File: src/hdl/slm_pkg.sv
`timescale 1ns / 1ps
// ----------------------------------------------------------------------------
// slm_pkg - session link manager shared definitions
// Event opcodes, session states, error codes, register indexes and the
// structs that travel between the top level, the sequencer and the ALU.
// ----------------------------------------------------------------------------
package slm_pkg;

   // event opcodes
   localparam logic [3:0] OP_TICK    = 4'd0;
   localparam logic [3:0] OP_LINK    = 4'd1;
   localparam logic [3:0] OP_CRED    = 4'd2;
   localparam logic [3:0] OP_DEVID   = 4'd3;
   localparam logic [3:0] OP_REQUEST = 4'd4;
   localparam logic [3:0] OP_BEGIN   = 4'd5;
   localparam logic [3:0] OP_UP      = 4'd6;
   localparam logic [3:0] OP_AUTH    = 4'd7;
   localparam logic [3:0] OP_FAIL    = 4'd8;
   localparam logic [3:0] OP_DISC    = 4'd9;
   localparam logic [3:0] OP_EXPIRE  = 4'd10;
   localparam logic [3:0] OP_APPLY   = 4'd11;

   // session states
   localparam logic [3:0] ST_IDLE       = 4'd0;
   localparam logic [3:0] ST_UNCONF     = 4'd1;
   localparam logic [3:0] ST_CONF       = 4'd2;
   localparam logic [3:0] ST_OFFLINE    = 4'd3;
   localparam logic [3:0] ST_REQ        = 4'd4;
   localparam logic [3:0] ST_CONNECTING = 4'd5;
   localparam logic [3:0] ST_AUTHING    = 4'd6;
   localparam logic [3:0] ST_READY      = 4'd7;
   localparam logic [3:0] ST_DEGRADED   = 4'd8;
   localparam logic [3:0] ST_BACKOFF    = 4'd9;
   localparam logic [3:0] ST_ERROR      = 4'd10;

   // error codes
   localparam logic [3:0] ER_NONE     = 4'd0;
   localparam logic [3:0] ER_INVALID  = 4'd1;
   localparam logic [3:0] ER_NOTCONF  = 4'd2;
   localparam logic [3:0] ER_NONET    = 4'd3;
   localparam logic [3:0] ER_NOINET   = 4'd4;
   localparam logic [3:0] ER_NOID     = 4'd5;
   localparam logic [3:0] ER_NOCRED   = 4'd6;
   localparam logic [3:0] ER_DNS      = 4'd7;
   localparam logic [3:0] ER_CONNECT  = 4'd8;
   localparam logic [3:0] ER_TLS      = 4'd9;
   localparam logic [3:0] ER_AUTH     = 4'd10;
   localparam logic [3:0] ER_EXPIRED  = 4'd11;
   localparam logic [3:0] ER_RATE     = 4'd12;
   localparam logic [3:0] ER_SERVER   = 4'd13;
   localparam logic [3:0] ER_PROTOCOL = 4'd14;
   localparam logic [3:0] ER_INTERNAL = 4'd15;

   // register indexes
   localparam int unsigned CSR_IDX_W = 3;
   localparam logic [CSR_IDX_W-1:0] CSR_ENABLE = 3'd0;
   localparam logic [CSR_IDX_W-1:0] CSR_AUTO   = 3'd1;
   localparam logic [CSR_IDX_W-1:0] CSR_LIMIT  = 3'd2;
   localparam logic [CSR_IDX_W-1:0] CSR_BASE   = 3'd3;
   localparam logic [CSR_IDX_W-1:0] CSR_MAX    = 3'd4;
   localparam logic [CSR_IDX_W-1:0] CSR_URL    = 3'd5;

   // setting defaults and normalization values
   localparam logic [7:0]  DEF_LIMIT = 8'd3;
   localparam logic [31:0] DEF_BASE  = 32'd1000;
   localparam logic [31:0] DEF_MAX   = 32'd10000;

   localparam int unsigned REQ_DATA_W = 40;
   localparam int unsigned RSP_DATA_W = 216;

   typedef struct packed {
      logic        en;
      logic        auto_conn;
      logic [7:0]  lim;
      logic [31:0] base;
      logic [31:0] max_d;
      logic        url;
   } cfg_type;

   typedef struct packed {
      logic [3:0]  opcode;
      logic        flag_first;
      logic        flag_second;
      logic [3:0]  error_code;
      logic [31:0] now_ms;
   } evt_type;

   typedef struct packed {
      logic [3:0]  session_state;
      logic [3:0]  last_error;
      logic [31:0] generation;
      logic        accepted;
      logic        is_ready;
      logic        should_connect;
      logic [7:0]  retry_count;
      logic [31:0] retry_wait_ms;
      logic [31:0] retry_due_time;
      logic [31:0] failures;
      logic [31:0] connects;
      logic [31:0] sessions;
   } rsp_type;

   typedef struct packed {
      logic [32:0] a;
      logic [32:0] b;
      logic [32:0] c;
   } alu_req_type;

   typedef struct packed {
      logic [32:0] sum;
      logic        lt;
      logic        eq;
   } alu_rsp_type;

endpackage

File: src/hdl/slm_alu.sv
`timescale 1ns / 1ps
// ----------------------------------------------------------------------------
// slm_alu - shared add and compare unit
// One 33-bit adder plus a magnitude compare of operand a against c; the
// sequencer steers it for generation bumps, totals, doubling and due time.
// ----------------------------------------------------------------------------
module slm_alu (
   input  slm_pkg::alu_req_type req,
   output slm_pkg::alu_rsp_type rsp
);
   import slm_pkg::*;

   assign rsp.sum = req.a + req.b;
   assign rsp.lt  = req.a < req.c;
   assign rsp.eq  = req.a == req.c;

endmodule

File: src/hdl/slm_core.sv
`timescale 1ns / 1ps
// ----------------------------------------------------------------------------
// slm_core - session sequencer
// Holds the session machine, active settings and retry bookkeeping, decides
// one event, then walks the shared ALU through the arithmetic it needs.
// ----------------------------------------------------------------------------
module slm_core (
   input  logic             clock,
   input  logic             reset,
   input  logic             start,
   input  slm_pkg::evt_type evt,
   input  slm_pkg::cfg_type staged,
   input  logic             out_free,
   output logic             ready,
   output logic             res_valid,
   output slm_pkg::rsp_type res
);
   import slm_pkg::*;

   localparam logic [2:0] SEQ_IDLE   = 3'd0;
   localparam logic [2:0] SEQ_DECIDE = 3'd1;
   localparam logic [2:0] SEQ_GEN    = 3'd2;
   localparam logic [2:0] SEQ_CNT    = 3'd3;
   localparam logic [2:0] SEQ_DBL    = 3'd4;
   localparam logic [2:0] SEQ_DUE    = 3'd5;
   localparam logic [2:0] SEQ_DONE   = 3'd6;

   localparam logic [1:0] CNT_NONE = 2'd0;
   localparam logic [1:0] CNT_FAIL = 2'd1;
   localparam logic [1:0] CNT_CONN = 2'd2;
   localparam logic [1:0] CNT_SESS = 2'd3;

   typedef struct packed {
      logic [3:0] st;
      logic [3:0] er;
      logic [1:0] nb;    // pending generation bumps
      logic       net;
      logic       inet;
      logic       cred;
      logic       devid;
      logic       pend;
      logic       link;
      logic       auth;
      logic       sup;
      logic       acc;   // helper return, then the accepted flag
      logic       bo;    // start backoff arithmetic
   } sess_type;

   logic [2:0]  seq_ff, seq_in;
   evt_type     evt_ff, evt_in;
   cfg_type     act_ff, act_in;
   sess_type    sess_ff, sess_in;
   logic [31:0] gen_ff, gen_in;
   logic [31:0] fail_ff, fail_in;
   logic [31:0] conn_ff, conn_in;
   logic [31:0] stot_ff, stot_in;
   logic [7:0]  attempt_ff, attempt_in;
   logic [31:0] delay_ff, delay_in;
   logic [31:0] due_ff, due_in;
   logic [31:0] time_ff, time_in;
   logic [1:0]  cnt_sel_ff, cnt_sel_in;
   logic [32:0] work_d_ff, work_d_in;
   logic [7:0]  work_cnt_ff, work_cnt_in;

   sess_type    dec_sess;
   cfg_type     dec_act;
   logic [1:0]  dec_cnt_sel;
   logic        dec_clr;
   logic        dec_tick_clr;

   alu_req_type alu_req;
   alu_rsp_type alu_rsp;

   slm_alu u_alu (
      .req (alu_req),
      .rsp (alu_rsp)
   );

   // ---------------------------------------------------------------------
   // session helpers
   // ---------------------------------------------------------------------
   function automatic sess_type f_go(sess_type s, logic [3:0] st, logic [3:0] er);
      sess_type r;
      r = s;
      if (r.st != st || r.er != er) begin
         r.st = st;
         r.er = er;
         r.nb = r.nb + 2'd1;
      end
      return r;
   endfunction

   function automatic sess_type f_drop(sess_type s);
      sess_type r;
      r      = s;
      r.pend = 1'b0;
      r.link = 1'b0;
      r.auth = 1'b0;
      r.sup  = 1'b0;
      return r;
   endfunction

   function automatic logic f_cfgd(cfg_type a);
      return !a.en || a.url;
   endfunction

   function automatic logic f_auto_ok(sess_type s, cfg_type a);
      return a.auto_conn && f_cfgd(a) && s.net && s.inet && s.devid && s.cred;
   endfunction

   // prerequisite chain; acc reports that nothing blocks
   function automatic sess_type f_prereq(sess_type s, logic clear, cfg_type a);
      sess_type   r;
      logic       blk;
      logic [3:0] st;
      logic [3:0] er;
      r   = s;
      blk = 1'b1;
      st  = ST_IDLE;
      er  = ER_NONE;
      priority if (!a.en) begin
         st = ST_IDLE;    er = ER_NONE;
      end else if (!f_cfgd(a)) begin
         st = ST_UNCONF;  er = ER_NOTCONF;
      end else if (!r.net) begin
         st = ST_OFFLINE; er = ER_NONET;
      end else if (!r.inet) begin
         st = ST_OFFLINE; er = ER_NOINET;
      end else if (!r.devid) begin
         st = ST_CONF;    er = ER_NOID;
      end else if (!r.cred) begin
         st = ST_CONF;    er = ER_NOCRED;
      end else begin
         blk = 1'b0;
      end
      if (blk) begin
         if (clear) r = f_drop(r);
         r = f_go(r, st, er);
      end
      r.acc = !blk;
      return r;
   endfunction

   function automatic sess_type f_evaluate(sess_type s, cfg_type a);
      sess_type r;
      r = f_prereq(s, 1'b1, a);
      if (r.acc && !r.sup && r.st != ST_REQ && r.st != ST_CONNECTING &&
          r.st != ST_AUTHING && r.st != ST_BACKOFF) begin
         r = f_go(r, ST_CONF, ER_NONE);
      end
      return r;
   endfunction

   function automatic sess_type f_request(sess_type s, cfg_type a);
      sess_type r;
      r = f_prereq(s, 1'b0, a);
      if (r.acc && !r.sup) begin
         r.pend = 1'b1;
         r      = f_go(r, ST_REQ, ER_NONE);
      end
      return r;
   endfunction

   function automatic sess_type f_fail(sess_type s, logic [3:0] e, cfg_type a,
                                       logic [7:0] attempt);
      sess_type r;
      logic     fatal;
      logic     retry;
      fatal = (e == ER_AUTH) || (e == ER_NOCRED) || (e == ER_NOID) ||
              (e == ER_INVALID) || (e == ER_INTERNAL);
      retry = (e >= ER_DNS && e <= ER_TLS) || (e >= ER_EXPIRED && e <= ER_PROTOCOL);
      r = f_drop(s);
      priority if (fatal) begin
         r = f_go(r, ST_ERROR, e);
      end else if (!(r.net && r.inet)) begin
         r = f_evaluate(r, a);
      end else if (retry && attempt < a.lim) begin
         r.bo = 1'b1;
         r    = f_go(r, ST_BACKOFF, e);
      end else begin
         r = f_go(r, ST_DEGRADED, e);
      end
      return r;
   endfunction

   // ---------------------------------------------------------------------
   // event decision
   // ---------------------------------------------------------------------
   always_comb begin
      sess_type s;
      cfg_type  a;
      logic     acc;
      s            = sess_ff;
      s.nb         = 2'd0;
      s.acc        = 1'b0;
      s.bo         = 1'b0;
      a            = act_ff;
      acc          = 1'b0;
      dec_cnt_sel  = CNT_NONE;
      dec_clr      = 1'b0;
      dec_tick_clr = 1'b0;
      unique case (evt_ff.opcode)
         OP_TICK: begin
            if (s.st == ST_BACKOFF && due_ff != 32'd0 && evt_ff.now_ms >= due_ff) begin
               dec_tick_clr = 1'b1;
               if (s.net && s.inet && f_cfgd(a) && s.devid && s.cred) begin
                  s.pend = 1'b1;
                  s      = f_go(s, ST_REQ, ER_NONE);
               end else begin
                  s = f_evaluate(s, a);
               end
            end
         end
         OP_LINK: begin
            if (s.net != evt_ff.flag_first || s.inet != evt_ff.flag_second) begin
               s.nb = s.nb + 2'd1;
            end
            s.net  = evt_ff.flag_first;
            s.inet = evt_ff.flag_second;
            if (!evt_ff.flag_first || !evt_ff.flag_second) begin
               s = f_drop(s);
               s = f_evaluate(s, a);
            end else begin
               s = f_evaluate(s, a);
               if (a.auto_conn && f_cfgd(a) && s.devid && s.cred && !s.sup &&
                   s.st != ST_BACKOFF) begin
                  s = f_request(s, a);
               end
            end
         end
         OP_CRED: begin
            if (s.cred != evt_ff.flag_first) begin
               s.cred = evt_ff.flag_first;
               s.nb   = s.nb + 2'd1;
               if (!evt_ff.flag_first) begin
                  s = f_drop(s);
                  s = f_evaluate(s, a);
               end else begin
                  s = f_evaluate(s, a);
                  if (f_auto_ok(s, a)) s = f_request(s, a);
               end
            end
         end
         OP_DEVID: begin
            s.devid = evt_ff.flag_first;
            s.nb    = s.nb + 2'd1;
            s       = f_evaluate(s, a);
            if (evt_ff.flag_first && f_auto_ok(s, a)) s = f_request(s, a);
         end
         OP_REQUEST: begin
            s   = f_request(s, a);
            acc = s.acc;
         end
         OP_BEGIN: begin
            if (s.pend && s.st == ST_REQ) begin
               s           = f_drop(s);
               dec_cnt_sel = CNT_CONN;
               s           = f_go(s, ST_CONNECTING, ER_NONE);
               acc         = 1'b1;
            end
         end
         OP_UP: begin
            if (s.st == ST_CONNECTING) begin
               s.link = 1'b1;
               s      = f_go(s, ST_AUTHING, ER_NONE);
            end
         end
         OP_AUTH: begin
            if (s.st == ST_AUTHING && s.link) begin
               s.auth      = 1'b1;
               s.sup       = 1'b1;
               dec_clr     = 1'b1;
               dec_cnt_sel = CNT_SESS;
               s           = f_go(s, ST_READY, ER_NONE);
            end
         end
         OP_FAIL: begin
            dec_cnt_sel = CNT_FAIL;
            s           = f_fail(s, evt_ff.error_code, a, attempt_ff);
         end
         OP_DISC: begin
            s       = f_drop(s);
            dec_clr = 1'b1;
            if (!(s.net && s.inet)) begin
               s = f_evaluate(s, a);
            end else if (evt_ff.error_code == ER_NONE) begin
               s = f_go(s, ST_CONF, evt_ff.error_code);
            end else begin
               s = f_go(s, ST_DEGRADED, evt_ff.error_code);
            end
         end
         OP_EXPIRE: begin
            if (s.sup) begin
               dec_cnt_sel = CNT_FAIL;
               s           = f_fail(s, ER_EXPIRED, a, attempt_ff);
            end
         end
         OP_APPLY: begin
            // normalize staged settings into the active copy
            a.en        = staged.en;
            a.auto_conn = staged.auto_conn;
            a.url       = staged.url;
            a.lim       = (staged.lim != 8'd0) ? staged.lim : DEF_LIMIT;
            a.base      = (staged.base != 32'd0) ? staged.base : DEF_BASE;
            a.max_d     = (staged.max_d < a.base) ? a.base : staged.max_d;
            s           = f_drop(s);
            dec_clr     = 1'b1;
            s.nb        = s.nb + 2'd1;
            s           = f_evaluate(s, a);
            if (a.en && f_auto_ok(s, a)) s = f_request(s, a);
            acc = f_cfgd(a);
         end
         default: begin
         end
      endcase
      s.acc    = acc;
      dec_sess = s;
      dec_act  = a;
   end

   // ---------------------------------------------------------------------
   // ALU steering
   // ---------------------------------------------------------------------
   always_comb begin
      alu_req = '0;
      unique case (seq_ff)
         SEQ_GEN: begin
            alu_req.a = {1'b0, gen_ff};
            alu_req.b = {31'd0, sess_ff.nb};
         end
         SEQ_CNT: begin
            unique case (cnt_sel_ff)
               CNT_FAIL: alu_req.a = {1'b0, fail_ff};
               CNT_CONN: alu_req.a = {1'b0, conn_ff};
               CNT_SESS: alu_req.a = {1'b0, stot_ff};
               default:  alu_req.a = '0;
            endcase
            alu_req.b = 33'd1;
         end
         SEQ_DBL: begin
            alu_req.a = work_d_ff;
            alu_req.b = work_d_ff;
            alu_req.c = {1'b0, act_ff.max_d};
         end
         SEQ_DUE: begin
            alu_req.a = {1'b0, time_ff};
            alu_req.b = {1'b0, delay_ff};
         end
         default: alu_req = '0;
      endcase
   end

   // ---------------------------------------------------------------------
   // sequencer
   // ---------------------------------------------------------------------
   always_comb begin
      seq_in      = seq_ff;
      evt_in      = evt_ff;
      act_in      = act_ff;
      sess_in     = sess_ff;
      gen_in      = gen_ff;
      fail_in     = fail_ff;
      conn_in     = conn_ff;
      stot_in     = stot_ff;
      attempt_in  = attempt_ff;
      delay_in    = delay_ff;
      due_in      = due_ff;
      time_in     = time_ff;
      cnt_sel_in  = cnt_sel_ff;
      work_d_in   = work_d_ff;
      work_cnt_in = work_cnt_ff;
      unique case (seq_ff)
         SEQ_IDLE: begin
            if (start) begin
               evt_in = evt;
               seq_in = SEQ_DECIDE;
            end
         end
         SEQ_DECIDE: begin
            sess_in    = dec_sess;
            act_in     = dec_act;
            cnt_sel_in = dec_cnt_sel;
            if (evt_ff.opcode == OP_TICK) time_in = evt_ff.now_ms;
            if (dec_clr) begin
               attempt_in = 8'd0;
               delay_in   = 32'd0;
               due_in     = 32'd0;
            end
            if (dec_tick_clr) begin
               delay_in = 32'd0;
               due_in   = 32'd0;
            end
            if (dec_sess.bo) begin
               attempt_in  = attempt_ff + 8'd1;
               work_cnt_in = attempt_ff + 8'd1;
               work_d_in   = {1'b0, dec_act.base};
            end
            seq_in = SEQ_GEN;
         end
         SEQ_GEN: begin
            gen_in = alu_rsp.sum[31:0];
            seq_in = SEQ_CNT;
         end
         SEQ_CNT: begin
            unique case (cnt_sel_ff)
               CNT_FAIL: fail_in = alu_rsp.sum[31:0];
               CNT_CONN: conn_in = alu_rsp.sum[31:0];
               CNT_SESS: stot_in = alu_rsp.sum[31:0];
               default: begin
               end
            endcase
            seq_in = sess_ff.bo ? SEQ_DBL : SEQ_DONE;
         end
         SEQ_DBL: begin
            // double while attempts remain and the cap is not reached
            if (work_cnt_ff > 8'd1 && alu_rsp.lt) begin
               work_d_in   = alu_rsp.sum;
               work_cnt_in = work_cnt_ff - 8'd1;
            end else begin
               delay_in = (alu_rsp.lt || alu_rsp.eq) ? work_d_ff[31:0] : act_ff.max_d;
               seq_in   = SEQ_DUE;
            end
         end
         SEQ_DUE: begin
            due_in = alu_rsp.sum[31:0];
            seq_in = SEQ_DONE;
         end
         SEQ_DONE: begin
            if (out_free) seq_in = SEQ_IDLE;
         end
         default: seq_in = SEQ_IDLE;
      endcase
   end

   always_ff @(posedge clock) begin
      evt_ff      <= evt_in;
      cnt_sel_ff  <= cnt_sel_in;
      work_d_ff   <= work_d_in;
      work_cnt_ff <= work_cnt_in;
      if (reset) begin
         seq_ff        <= SEQ_IDLE;
         act_ff        <= cfg_type'({1'b1, 1'b1, DEF_LIMIT, DEF_BASE, DEF_MAX, 1'b0});
         sess_ff       <= sess_type'({ST_UNCONF, ER_NOTCONF, 12'd0});
         gen_ff        <= 32'd1;
         fail_ff       <= 32'd0;
         conn_ff       <= 32'd0;
         stot_ff       <= 32'd0;
         attempt_ff    <= 8'd0;
         delay_ff      <= 32'd0;
         due_ff        <= 32'd0;
         time_ff       <= 32'd0;
      end else begin
         seq_ff     <= seq_in;
         act_ff     <= act_in;
         sess_ff    <= sess_in;
         gen_ff     <= gen_in;
         fail_ff    <= fail_in;
         conn_ff    <= conn_in;
         stot_ff    <= stot_in;
         attempt_ff <= attempt_in;
         delay_ff   <= delay_in;
         due_ff     <= due_in;
         time_ff    <= time_in;
      end
   end

   assign ready     = (seq_ff == SEQ_IDLE);
   assign res_valid = (seq_ff == SEQ_DONE);

   always_comb begin
      res.session_state  = sess_ff.st;
      res.last_error     = sess_ff.er;
      res.generation     = gen_ff;
      res.accepted       = sess_ff.acc;
      res.is_ready       = (sess_ff.st == ST_READY) && sess_ff.sup && sess_ff.auth &&
                           sess_ff.link;
      res.should_connect = (sess_ff.st == ST_REQ) && sess_ff.pend;
      res.retry_count    = attempt_ff;
      res.retry_wait_ms  = delay_ff;
      res.retry_due_time = due_ff;
      res.failures       = fail_ff;
      res.connects       = conn_ff;
      res.sessions       = stot_ff;
   end

`ifndef SYNTHESIS
   a_attempt_lim: assert property (@(posedge clock) disable iff (reset)
      attempt_ff <= act_ff.lim)
      else $error("retry attempt exceeds active limit");

   a_settings_norm: assert property (@(posedge clock) disable iff (reset)
      act_ff.base != 32'd0 && act_ff.max_d >= act_ff.base)
      else $error("active backoff settings not normalized");

   a_delay_range: assert property (@(posedge clock) disable iff (reset)
      seq_ff == SEQ_DUE |-> delay_ff != 32'd0 && delay_ff <= act_ff.max_d)
      else $error("backoff delay outside base..cap");
`endif

endmodule

File: src/hdl/session_link_manager_with_backoff.sv
`timescale 1ns / 1ps
// ----------------------------------------------------------------------------
// session_link_manager_with_backoff - connection session manager
// Event-driven session machine with error tracking, generation counter,
// exponential retry backoff and staged settings applied on request.
// ----------------------------------------------------------------------------
// One event beat in gives exactly one status beat out. Events are handled
// one at a time by a small sequencer over a shared 33-bit add/compare unit:
// each beat steps through decide, generation add, total add and hand-off
// to the status register, and the next event is taken once the sequencer
// is back at idle; a failure that enters backoff adds the doubling steps
// of the delay and a due-time add before the hand-off. req_tready is low
// while an event is in flight; a finished status beat waits in the output
// register, and until it is taken the next result waits at hand-off.
// Configuration writes land in staged registers and take effect only on the
// apply-config event, which normalizes them (limit 0 -> 3, base 0 -> 1000,
// cap raised to base). csr_ready is always high; write only while idle.
module session_link_manager_with_backoff (
   input  logic                            clock,
   input  logic                            reset,
   // event channel
   input  logic                            req_tvalid,
   output logic                            req_tready,
   // [0] flag_first, [1] flag_second, [5:2] error_code, [37:6] now_ms,
   // [39:38] zero
   input  logic [slm_pkg::REQ_DATA_W-1:0]  req_tdata,
   // [3:0] opcode
   input  logic [3:0]                      req_tuser,
   // status channel
   output logic                            rsp_tvalid,
   input  logic                            rsp_tready,
   // [3:0] session_state, [7:4] last_error, [39:8] generation, [40] accepted,
   // [41] is_ready, [42] should_connect, [50:43] retry_count,
   // [82:51] retry_wait_ms, [114:83] retry_due_time, [146:115] failures,
   // [178:147] connects, [210:179] sessions, [215:211] zero
   output logic [slm_pkg::RSP_DATA_W-1:0]  rsp_tdata,
   // configuration write channel
   input  logic                            csr_valid,
   output logic                            csr_ready,
   input  logic [slm_pkg::CSR_IDX_W-1:0]   csr_index,
   input  logic [31:0]                     csr_data
);
   import slm_pkg::*;

   cfg_type                 cfg_ff, cfg_in;
   logic                    rsp_valid_ff, rsp_valid_in;
   logic [RSP_DATA_W-1:0]   rsp_data_ff, rsp_data_in;

   evt_type                 evt;
   rsp_type                 res;
   logic                    core_ready;
   logic                    res_valid;
   logic                    out_free;
   logic                    start;
   logic                    load;

   // accept an event beat only while the sequencer is idle
   assign req_tready = core_ready;
   assign start      = req_tvalid && req_tready;

   assign evt.opcode      = req_tuser;
   assign evt.flag_first  = req_tdata[0];
   assign evt.flag_second = req_tdata[1];
   assign evt.error_code  = req_tdata[5:2];
   assign evt.now_ms      = req_tdata[37:6];

   // staged settings; writes beyond the register list are dropped
   assign csr_ready = 1'b1;

   always_comb begin
      cfg_in = cfg_ff;
      if (csr_valid && csr_ready) begin
         unique case (csr_index)
            CSR_ENABLE: cfg_in.en        = csr_data[0];
            CSR_AUTO:   cfg_in.auto_conn = csr_data[0];
            CSR_LIMIT:  cfg_in.lim       = csr_data[7:0];
            CSR_BASE:   cfg_in.base      = csr_data;
            CSR_MAX:    cfg_in.max_d     = csr_data;
            CSR_URL:    cfg_in.url       = csr_data[0];
            default: begin
            end
         endcase
      end
   end

   slm_core u_core (
      .clock     (clock),
      .reset     (reset),
      .start     (start),
      .evt       (evt),
      .staged    (cfg_ff),
      .out_free  (out_free),
      .ready     (core_ready),
      .res_valid (res_valid),
      .res       (res)
   );

   // output register: load when empty or draining this cycle
   assign out_free = !rsp_valid_ff || rsp_tready;
   assign load     = res_valid && out_free;

   always_comb begin
      rsp_valid_in = rsp_valid_ff;
      rsp_data_in  = rsp_data_ff;
      if (load) begin
         rsp_valid_in = 1'b1;
         rsp_data_in  = {5'd0, res.sessions, res.connects, res.failures,
                         res.retry_due_time, res.retry_wait_ms, res.retry_count,
                         res.should_connect, res.is_ready, res.accepted,
                         res.generation, res.last_error, res.session_state};
      end else if (rsp_tready) begin
         rsp_valid_in = 1'b0;
      end
   end

   always_ff @(posedge clock) begin
      rsp_data_ff <= rsp_data_in;
      if (reset) begin
         rsp_valid_ff <= 1'b0;
         cfg_ff       <= cfg_type'({1'b1, 1'b1, DEF_LIMIT, DEF_BASE, DEF_MAX, 1'b0});
      end else begin
         rsp_valid_ff <= rsp_valid_in;
         cfg_ff       <= cfg_in;
      end
   end

   assign rsp_tvalid = rsp_valid_ff;
   assign rsp_tdata  = rsp_data_ff;

endmodule

File: config.mk
export PLATFORM = sky130hd
export DESIGN_NAME = session_link_manager_with_backoff
export DESIGN_NICKNAME = d
export VERILOG_FILES = /design/src/hdl/slm_pkg.sv /design/src/hdl/slm_alu.sv /design/src/hdl/slm_core.sv /design/src/hdl/session_link_manager_with_backoff.sv
export SDC_FILE = /design/constraint.sdc
export NUM_CORES = 2
export LEC_CHECK = 0
export BUFFER_PORTS_ARGS = -buffer_cell sky130_fd_sc_hd__buf_4
export CAP_MARGIN = 20
export CORE_ASPECT_RATIO = 1.1
export CORE_MARGIN = 2
export CORE_UTILIZATION = 50
export CTS_CLUSTER_SIZE = 25
export DETAILED_ROUTE_END_ITERATION = 8
export HOLD_SLACK_MARGIN = 0.15
export PLACE_DENSITY = 0.74
export SLEW_MARGIN = 20
export SYNTH_ARGS = -nofsm -noshare
export SYNTH_HDL_FRONTEND = slang
export SYNTH_SLANG_ARGS = --single-unit
File: constraint.sdc
create_clock -name clock -period 13.93 [get_ports clock]
set_clock_uncertainty 0.2 [all_clocks]
set_input_delay 2.786 -clock clock [delete_from_list [all_inputs] [get_ports clock]]
set_output_delay 2.786 -clock clock [all_outputs]
set_load 0.03 [all_outputs]
==> results.toml <==
[outcome]
outcome = "finished clean"

[route]
firstDrtPassIters = 6
drc_errors = 0
wl_per_cell_um = 23.0
wl_um = 111000
ant_nets = 0
drt-initial-drc-count = 2973
vias = 29200
vias_per_cell = 6.07

[cts]
cts.sinks = 702
hold_buffers = 0
cts_buffers = 73
cts_tree = "yes"
ctsRootBufferMaster = "clkbuf_16"
path_clk_slew_ps = 60
cts_buffer_depth = 3
cts_resized = 0
post_cts_buffers = 0
htree_levels = 3
clk-insertion-delay-late_ps = 630

[timing]
worst_pin_slew_ps = 1270
period_needed_ps = 6300
rsz0062_at_grt = "false"
slew_viol_final = 0
relSlewSlack = 0.148
setup_violations = 0
setup_tns_ps = 0
fmax_mhz = 159
timing.final.crit_share = 0.452
hold_viol = 0

[yosys]
synth_top_area_frac = 0.260
synth_xor_area_frac = 0.0154
synth_compound_area_frac = 0.195
synthCells = 3669
synth-edff-count = 296
ys.flop_type = "dfxtp_1"
syn_area_um2 = 34100
seq_area_frac_synth = 0.498
async_flop_share = 0
synth_fa_ha_area_frac = 0.0533
synth.area.mux_share = 0.0243
synthDistinctLibCells = 104
synth_top_family_by_area = "compound AO/OA/AOI/OAI gates"
synth_top_area_cell = "edfxtp_1"
avgSynthCellArea_um2 = 9.31
synthSimpleGateAreaFrac = 0.172
yosys_warnings = 0
ys_ff_latch = 702
synth_area_leaders = "edfxtp_1 (26%), dfxtp_1 (24%), nand2_1 (7.7%)"

[final_layout]
final_cell_mix = "nand2_1 (694), dfxtp_1 (406), a21oi_1 (378)"
layout_commonest_cell = "nand2_1"
syn2layout_area_growth_pct = 15.7
n_antenna_cell = 0
fin_nets = 4065
drive_gt1_frac = 0.144

[setup_path]
end_kind = "flop"
cp_top_family = "compound AO/OA/AOI/OAI gates"
cpPeakStageDelay_ps = 950
worstSetupPathType = "flop to flop"
required_ps = 14060
path_cells = "and2_2 > buf_4 > nand2_1 > o221ai_1 > ha_1 > a21o_1 > a21oi_1 > o21a_1 > o21ai_0 > a31oi_1 > o211ai_1 > and3_1 > o21ai_0 > o21ai_0 > xnor2_1 > a21oi_1"
cp-start-kind = "flop"
worst_path_most_repeated_cell = "o21ai_0"
cp_max_fo = 58
arrival_ps = 6420
path_buf_inv = 1
worst_path_max_delay_cell = "xnor2_1"

[die]
fp.dieW_um = 253
core-area_um2 = 67700
start_util = 0.504
die_area_um2 = 70400
fp-row-count = 100
io_pins = 303
die_h_um = 278

[global_route]
antenna_found_initial = 1
overflow = 0
grt_pass1_wl_um = 167000
grt_use_total = 0.309
grt_pass1_vias = 27200
grt_max_degree = 158

[placement]
numPortBuffers = 294
dp_hpwl_um = 79300
gp_congestion = 0.996

[power_and_ir_drop]
max-vdd-ir-drop_mv = 0.0980
power.total_uw = 4740
leakage_uw = 0.0145
p_per_area_nw_per_um2 = 120

[worst_hold_path]
min_path_type = "flop to flop"

[run]
max-cap-violations = 0
[metal layers]
metal  global-route usage  vias up  wire length, µm
met2                0.476     1500            49500
met1                0.420    13900            45700
met3               0.0496      231             9630
met4                0.159        2             5990
met5                    0        -               12
li1                     -    13600                -
[cells in the mapped netlist, types with 7 or more instances]
cell and count:
o221ai_1 35, and2_1 17, o21ai_0 112, a22o_1 33, nor2_1 274, nand3b_1 29, a22oi_1 91, a221oi_1 7
clkbuf_1 204, and3_1 20, ha_1 143, buf_2 26, nor3_1 48, o21ai_1 7, o21a_1 16, o2111ai_1 9
xor2_1 25, xnor2_1 35, nand4_1 41, mux2i_1 47, o211ai_1 15, or2_2 13, dfxtp_1 406, a31oi_1 32
buf_1 7, nand2b_1 31, edfxtp_1 296, buf_4 10, inv_1 93, nand2_1 696, or3_1 11, a21oi_1 378
mux2_2 32, a21o_1 64, o22ai_1 8, o31ai_1 16, a211oi_1 64, nor4_1 31, o2bb2ai_1 32, a211o_1 14
nor2b_1 28, nand3_1 55
[report_power, final]
part           total [µW]  switching, µW  internal, µW
sequential           2210           37.9          2170
clock                2050            855          1190
combinational         486            317           169
total                4740           1210          3530
[worst paths after layout]
kind | from | cells after the start | end | slack [ps]
worst min-delay path | u_core.act_ff[35] | 2 | u_core.act_ff[35] | 250
worst min register to register | u_core.act_ff[35] | 2 | u_core.act_ff[35] | 250
worst max-delay path | u_core.seq_ff[2] | 16 | u_core.work_d_ff[31] | 7630
worst max register to register | u_core.seq_ff[2] | 16 | u_core.work_d_ff[31] | 7630
[worst min-delay path: stages (launching register included)]
cell and delay (ps):
dfxtp_1 310, nand2_1 50, a21oi_1 50
[flip-flops by register name, indices dropped and copies added, names as in the netlist, 9 cells and up]
name / flops
u_core.conn_ff: 32
u_core.fail_ff: 32
cfg_ff: 75
u_core.time_ff: 32
u_core.act_ff: 75
u_core.gen_ff: 32
u_core.stot_ff: 32
u_core.work_d_ff: 33
u_core.delay_ff: 32
u_core.due_ff: 32
u_core.sess_ff: 11
rsp_tdata: 211
u_core.res: 9
u_core.evt_ff: 42
[layout make-up]
cell class / instances / area, µm²
inverter: 97 / 364
multi-input combinational: 2623 / 15900
tap: 918 / 1150
clock inverter: 36 / 363
timing repair buffer: 340 / 2570
clock buffer: 100 / 2190
sequential: 702 / 17000
fill: 5829 / 28200
[logic make-up after synthesis]
| group | count (synthesis) |
|---|---|
| other cells | 2 |
| mux | 79 |
| simple gates | 1330 |
| compound gates | 1003 |
| xor+xnor | 60 |
| flops | 702 |
| buf+inv | 348 |
| fa+ha+maj | 145 |
[through the flow]
| step | std cells | area (µm²) | utilization | hold slack [ps] | worst slack [ps] |
|---|---|---|---|---|---|
| 2_1_floorplan | 3673 | 34200 | - | 203 | 751 |
| 3_3_place_gp | 4680 | 36900 | 0.546 | 233 | 7740 |
| 3_5_place_dp | 4680 | 37000 | 0.546 | 233 | 7810 |
| 4_1_cts | 4816 | 39500 | 0.584 | 250 | 7790 |
| 5_1_grt | 4816 | 39500 | 0.584 | 262 | 7360 |
| 6_report | 4816 | 39500 | 0.584 | 252 | 7630 |
Note: power is estimated with default switching activity, not from simulation.
